## src/hw/rtl/lc3_pkg.sv

```systemverilog
// Shared types and constants for the LC-3 instruction core.
// Used by lc3_ctrl, lc3_dp and lc3_instruction_core_unit; depends on nothing.
package lc3_pkg;

  typedef struct packed {
    logic [1:0]  action;
    logic [15:0] address;
    logic [15:0] data;
    logic [7:0]  key;
  } in_item_t;

  typedef struct packed {
    logic [2:0]  event_res;
    logic [15:0] pc_now;
    logic [7:0]  char_out;
    logic [15:0] data_out;
    logic [2:0]  flags;
    logic        stopped;
  } out_item_t;

  // Controller step codes, also the state codes of the controller.
  localparam logic [3:0] S_CLEAR = 4'd0;
  localparam logic [3:0] S_IDLE  = 4'd1;
  localparam logic [3:0] S_ISSUE = 4'd2;
  localparam logic [3:0] S_RDONE = 4'd3;
  localparam logic [3:0] S_DEC   = 4'd4;
  localparam logic [3:0] S_EXEC  = 4'd5;
  localparam logic [3:0] S_IND   = 4'd6;
  localparam logic [3:0] S_STI   = 4'd7;
  localparam logic [3:0] S_WB    = 4'd8;
  localparam logic [3:0] S_OUT   = 4'd9;

  typedef struct packed {
    logic       load;
    logic [3:0] step;
  } cmd_t;

  typedef struct packed {
    logic       clear_done;
    logic [1:0] action;
    logic       halted;
    logic       need_ind;
    logic       need_sti;
    logic       need_wb;
  } stat_t;

  localparam logic [1:0] ACT_WRITE   = 2'd0;
  localparam logic [1:0] ACT_READ    = 2'd1;
  localparam logic [1:0] ACT_STEP    = 2'd2;
  localparam logic [1:0] ACT_RESTART = 2'd3;

  localparam logic [2:0] EV_NONE    = 3'd0;
  localparam logic [2:0] EV_CHAR    = 3'd1;
  localparam logic [2:0] EV_HALT    = 3'd2;
  localparam logic [2:0] EV_ILLEGAL = 3'd3;
  localparam logic [2:0] EV_STRING  = 3'd4;
  localparam logic [2:0] EV_STOPPED = 3'd5;

  localparam logic [3:0] OP_BR   = 4'h0;
  localparam logic [3:0] OP_ADD  = 4'h1;
  localparam logic [3:0] OP_LD   = 4'h2;
  localparam logic [3:0] OP_ST   = 4'h3;
  localparam logic [3:0] OP_JSR  = 4'h4;
  localparam logic [3:0] OP_AND  = 4'h5;
  localparam logic [3:0] OP_LDR  = 4'h6;
  localparam logic [3:0] OP_STR  = 4'h7;
  localparam logic [3:0] OP_NOT  = 4'h9;
  localparam logic [3:0] OP_LDI  = 4'hA;
  localparam logic [3:0] OP_STI  = 4'hB;
  localparam logic [3:0] OP_JMP  = 4'hC;
  localparam logic [3:0] OP_LEA  = 4'hE;
  localparam logic [3:0] OP_TRAP = 4'hF;

  localparam logic [7:0] TV_GETC  = 8'h20;
  localparam logic [7:0] TV_OUT   = 8'h21;
  localparam logic [7:0] TV_PUTS  = 8'h22;
  localparam logic [7:0] TV_IN    = 8'h23;
  localparam logic [7:0] TV_PUTSP = 8'h24;
  localparam logic [7:0] TV_HALT  = 8'h25;

  localparam logic [15:0] START_PC_RESET = 16'h3000;
  localparam logic [2:0]  FLAG_P = 3'd1;
  localparam logic [2:0]  FLAG_Z = 3'd2;
  localparam logic [2:0]  FLAG_N = 3'd4;

  function automatic logic [2:0] flags_of(input logic [15:0] v);
    logic [2:0] f;
    if (v == 16'd0) begin
      f = FLAG_Z;
    end else if (v[15]) begin
      f = FLAG_N;
    end else begin
      f = FLAG_P;
    end
    return f;
  endfunction

endpackage

```

## src/hw/rtl/lc3_ctrl.sv

```systemverilog
// Controller state machine of the LC-3 core: sequences memory clear, host
// actions and instruction steps. Depends on lc3_pkg.
module lc3_ctrl (
  input  logic           clk,
  input  logic           rst,
  input  logic           in_valid,
  output logic           in_stall,
  output logic           out_valid,
  input  logic           out_stall,
  input  lc3_pkg::stat_t stat,
  output lc3_pkg::cmd_t  cmd
);

  logic [3:0] state;
  logic [3:0] state_next;

  always_comb begin
    state_next = state;
    case (state)
      lc3_pkg::S_CLEAR: begin
        if (stat.clear_done) state_next = lc3_pkg::S_IDLE;
      end
      lc3_pkg::S_IDLE: begin
        if (in_valid) state_next = lc3_pkg::S_ISSUE;
      end
      lc3_pkg::S_ISSUE: begin
        if (stat.action == lc3_pkg::ACT_READ) begin
          state_next = lc3_pkg::S_RDONE;
        end else if (stat.action == lc3_pkg::ACT_STEP && !stat.halted) begin
          state_next = lc3_pkg::S_DEC;
        end else begin
          state_next = lc3_pkg::S_OUT;
        end
      end
      lc3_pkg::S_RDONE: state_next = lc3_pkg::S_OUT;
      lc3_pkg::S_DEC:   state_next = lc3_pkg::S_EXEC;
      lc3_pkg::S_EXEC: begin
        if (stat.need_ind) begin
          state_next = lc3_pkg::S_IND;
        end else if (stat.need_sti) begin
          state_next = lc3_pkg::S_STI;
        end else if (stat.need_wb) begin
          state_next = lc3_pkg::S_WB;
        end else begin
          state_next = lc3_pkg::S_OUT;
        end
      end
      lc3_pkg::S_IND: state_next = lc3_pkg::S_WB;
      lc3_pkg::S_STI: state_next = lc3_pkg::S_OUT;
      lc3_pkg::S_WB:  state_next = lc3_pkg::S_OUT;
      lc3_pkg::S_OUT: begin
        if (!out_stall) state_next = lc3_pkg::S_IDLE;
      end
      default: state_next = lc3_pkg::S_IDLE;
    endcase
  end

  always_ff @(posedge clk) begin
    if (rst) begin
      state <= lc3_pkg::S_CLEAR;
    end else begin
      state <= state_next;
    end
  end

  assign in_stall  = (state != lc3_pkg::S_IDLE);
  assign out_valid = (state == lc3_pkg::S_OUT);
  assign cmd.load  = (state == lc3_pkg::S_IDLE) && in_valid;
  assign cmd.step  = state;

endmodule

```

## config.mk

```make
export PLATFORM = sky130hd
export DESIGN_NAME = lc3_ctrl
export DESIGN_NICKNAME = d
export VERILOG_FILES = /design/src/hw/rtl/lc3_pkg.sv /design/src/hw/rtl/lc3_ctrl.sv
export SDC_FILE = /design/constraint.sdc
export NUM_CORES = 1
export LEC_CHECK = 0
export BUFFER_PORTS_ARGS = -buffer_cell sky130_fd_sc_hd__buf_2
export CORE_AREA = 5 5 42 44
export CTS_CLUSTER_DIAMETER = 200
export DETAILED_ROUTE_END_ITERATION = 7
export DIE_AREA = 0 0 47 49
export GPL_TIMING_DRIVEN = 1
export SLEW_MARGIN = 5
export SYNTH_ARGS = -nofsm -noshare
export SYNTH_HDL_FRONTEND = slang
export SYNTH_SLANG_ARGS = --single-unit
```

## constraint.sdc

```tcl
create_clock -name clk -period 1.3 [get_ports clk]
set_clock_uncertainty 0.05 [all_clocks]
set_input_delay 0 -clock clk [delete_from_list [all_inputs] [get_ports clk]]
set_output_delay 0 -clock clk [all_outputs]
set_load 0.01 [all_outputs]
```

Word level (Yosys, flattened, before mapping)
Cells that the tools add are included.
Widths: inputs -> output; s select.
- word-level logic and storage cells: 31
- output and inout bits: 7
- bits in registers: 4
- bits of input ports: 11
- reductions and logical operators: 6
- equality and inequality tests: 15
- mux-type cells: 9
- operators by type and width (kind ; number):
    $pmux 4 s8 ; 1
    $mux 4 ; 7
    $eq 4x3->1 const B ; 4
    $eq 4x2->1 const B ; 2
    $eq 4x4->1 const B ; 2
    $ne 2x2->1 const B ; 3
    $eq 4x1->1 const B ; 1
    $logic_not 4->1 ; 1
    $ne 4x1->1 const B ; 1
    $reduce_and 3->1 ; 1
    $reduce_or 3->1 ; 1
    $eq 2x1->1 const B ; 1
    $eq 2x2->1 const B ; 1
    $logic_and 1x1->1 ; 2
    $logic_not 1->1 ; 1
    $mux 1 ; 1

Logic depth before layout (Yosys ltp)
- depth after elaboration: 5
- gate-level depth with buffers: 5
- depth with buffers taken out: 4

Worst setup path before layout
No wires, ideal clock.
- path kind: register -> register
- start: reg state[0]
- end: reg state[1]
- buffers on the path: 1
- library setup time: 0.103 ns
- cell stages (with the launch flop): 6
- path slack: -0.029 ns
- required time: 1.147 ns
- period minus slack after synthesis: 1.329 ns
- arrival time: 1.175 ns
- path through: dfxtp_1 buf_6 inv_4 a2111oi_4 a31oi_1 a2111oi_2
- cells in the longest elaborated chain, start to end: 3
- elaborated cells on any way between the ends: 16
- those cells by class: eq/ne: 12; mux: 1; reduce/logical: 3
- RTL lines (what ; line ; text):
    start, declared ; lc3_ctrl.sv:14 ; logic [3:0] state;
    start signal, assigned ; lc3_ctrl.sv:60 ; state <= lc3_pkg::S_CLEAR;
    start signal, assigned ; lc3_ctrl.sv:62 ; state <= state_next;
    $eq 4x4->1 (tied with other cells) ; lc3_ctrl.sv:19 ; case (state)
    $reduce_or 3->1 (no source line) / $ne 2x2->1 (equally long branches) ; - ;
    $pmux 4 s8 / $reduce_and 3->1 (equally long branches) ; - ;
Parallel ways exist; a longest one is shown, timed or not.
A chain may end at the register's enable or synchronous reset.

Final worst setup path
- start: reg state[0]
- end: reg state[0]
The elaborated chain is that of the path after synthesis.

==> results_dict.tcl <==
set metrics [dict create \
    status "finished clean" \
    antenna_found_initial 0 \
    start_kind "flop" \
    cts-buffers-inserted 3 \
    p_leak_nw 0.237 \
    fin_crit_ps 1260 \
    worstSetupPathType "reg -> reg" \
    pwr-share-comb_pct 28.4 \
    grt_usage_pct 10.3 \
    synthesis.nets 53 \
    overflow 0 \
    path_clk_slew_ps 40 \
    cts_tree "done" \
    yosys_warnings 0 \
    max_freq_mhz 797 \
    crit_start "state[0]" \
    hp-class "in -> reg" \
    reg.largest.list "state (4)" \
    syn_inst 42 \
    syn_avg_cell_area_um2 8.28 \
    io_pins 18 \
    power_frac_clock_pct 37.5 \
    cap_violations 0 \
    async_flop_share_pct 0 \
    drc 0 \
    drive_above_1_share_pct 60.3 \
    regArea_um2 90.1 \
    largest_reg_flops 4 \
    vias 426 \
    die_area_um2 2300 \
    synth_edf_count 0 \
    min-delay-start "stat[4]" \
    crit_required_ps 1380 \
    core_um2 1400 \
    synth_cell_types 24 \
    hpwlAfterDp_um 754 \
    drtIter0Drc 6 \
    path_cells "a211oi_1, a2111oi_2, a221oi_1" \
    slew_headroom_pct 75.9 \
    area_delta_synth_final_pct 56.1 \
    routedWlPerCell_um 12.0 \
    arrival_ps 1340 \
    timing.rr.start "state[0]" \
    synthTopCellsByArea "dfxtp_1 23%, a2111oi_4 7.9%, a211oi_1 6.5%" \
    via_per_inst 5.07 \
    crit_path_max_incr_delay_ps 370 \
    globalplace.congestion 0.745 \
    final_hold_viol_count 0 \
    drtAntennaViolNets 0 \
    n_antenna_cell 0 \
    rsz0062_at_grt "false" \
    multi_input_area_um2 235 \
    synth_top_area_cell "dfxtp_1" \
    hold_slack_ps 64.2 \
    post-route-period-util_pct 96.5 \
    total_power_uw 410 \
    switching_share_pct 28.6 \
    worst_path_max_delay_cell "dfxtp_4" \
    clkLatencyLatePin_ps 230 \
    rows 14 \
    peakVddDrop_mv 0.405 \
    clock_sinks 4 \
    ctsHtreeMaxLevel 1 \
    seqPwrFrac_pct 34.1 \
    die_x_um 47 \
    nets 81 \
    routed_wirelength_um 1010 \
    placed_area_um2 469 \
    initial_core_util_pct 24.8 \
    crit_path_end_kind "flop" \
    finalSetupViolCount 0 \
    worst_slew_pin_slew_ps 359 \
    worstPathMaxFanout 7 \
    nFillCells 160 \
    utilization_pct 38.8 \
    internal-power_uw 292 \
    grt_start_max_net_pins 10 \
    fp.dieH_um 49 \
    cts_root_buffer "clkbuf_4" \
    port_buffers 17 \
    syn_area_um2 348 \
    ys_ff_latch 4 \
    ys_seq_area_share_pct 23.0 \
    yosys_most_used_dff "dfxtp_1" \
    power_density_nw_per_um2 754 \
    drtPass1Iterations 4 \
    p_sw_uw 117 \
    regMostFlops "state" \
    synth.top_cell.area_share_pct 23.0 \
    final_cell_area_um2 543 \
    grt_pass1_wl_um 1700 \
    first_global_vias 404 \
    cts.path.max_buffers 2 \
    synth.top_cells.by_count "4 x dfxtp_1, 4 x nor2_1, 3 x a211oi_1, 3 x inv_1" \
    slew_viol_final 0 \
]
layout make-up:
type	count	area share, %
multi-input combinational	31	43.3
timing repair buffer	26	29.0
sequential	4	16.6
clock buffer	3	4.15
tap	16	3.69
inverter	4	3.23
power groups by stage:
stage                     clock (mW)  sequential, mW  combinational (mW)
after floorplan                    0           0.137              0.0671
after global placement             0           0.144              0.0991
final                          0.153           0.140               0.116
after global routing           0.174           0.141               0.129
after detailed placement           0           0.144              0.0992
after CTS                      0.159           0.143               0.105
layer usage:
| metal | part of all wire (%) | GRT usage (%) | routed length [µm] | vias to the layer above |
|---|---|---|---|---|
| li1 | - | - | - | 220 |
| met1 | 42 | 12.1 | 423 | 188 |
| met2 | 49 | 15.4 | 498 | 16 |
| met3 | 7.7 | 4.06 | 78 | 2 |
| met4 | 0.79 | 5.53 | 8 | 0 |
| met5 | 0 | 0 | 0 | - |
final timing paths:
kind / end / slack (ps) / depth (start not counted)
worst min register to register: state[1] / 540 / 2
worst max-delay path: state[0] / 40 / 3
worst max register to register: state[0] / 40 / 3
worst min-delay path: state[3] / 60 / 4
through the flow:
| step | TNS (ps) | worst slack [ps] | instances |
|---|---|---|---|
| finish | 0 | 44.9 | 84 |
| global placement | -33.5 | -33.5 | 78 |
| floorplan | 0 | 18.0 | 42 |
| CTS | 0 | 5.73 | 83 |
| detailed placement | -39.8 | -28.8 | 78 |
| global route | 0 | 0.285 | 84 |
cell families after synthesis:
family,synth area share [%]
compound gates,33.8
simple gates,29.5
flops,23.0
buf+inv,13.7
worst max-delay path: cells and delay by family, from the launching register on:
family	cells	cell delay [ps]
AOI/OAI and AO/OA	3	730
DFF	1	370
timing repair:
action,CTS,global route
hold endpoints to repair,4,0
gates resized for setup,3,7
buffers inserted,0,1
endpoints found under the setup margin,4,4
hold buffers,2,0
pin swaps,0,1
cell usage in the layout, fill, tap and decap left out:
master	n
a2111oi_2	2
a2111oi_4	1
a211oi_1	3
a21oi_1	2
a221oi_1	1
a31oi_1	1
a32oi_1	1
and3_1	2
buf_2	17
buf_4	7
clkbuf_4	3
dfxtp_2	2
dfxtp_4	2
dlygate4sd3_1	2
inv_1	2
inv_2	1
inv_4	1
nand2_1	2
nand3_1	1
nor2_1	3
nor2_2	3
nor3_1	2
nor3b_1	1
nor3b_2	1
nor4_1	1
nor4_2	1
o21ai_0	2
or4_1	1
Note: power is estimated with default switching activity, not from simulation.
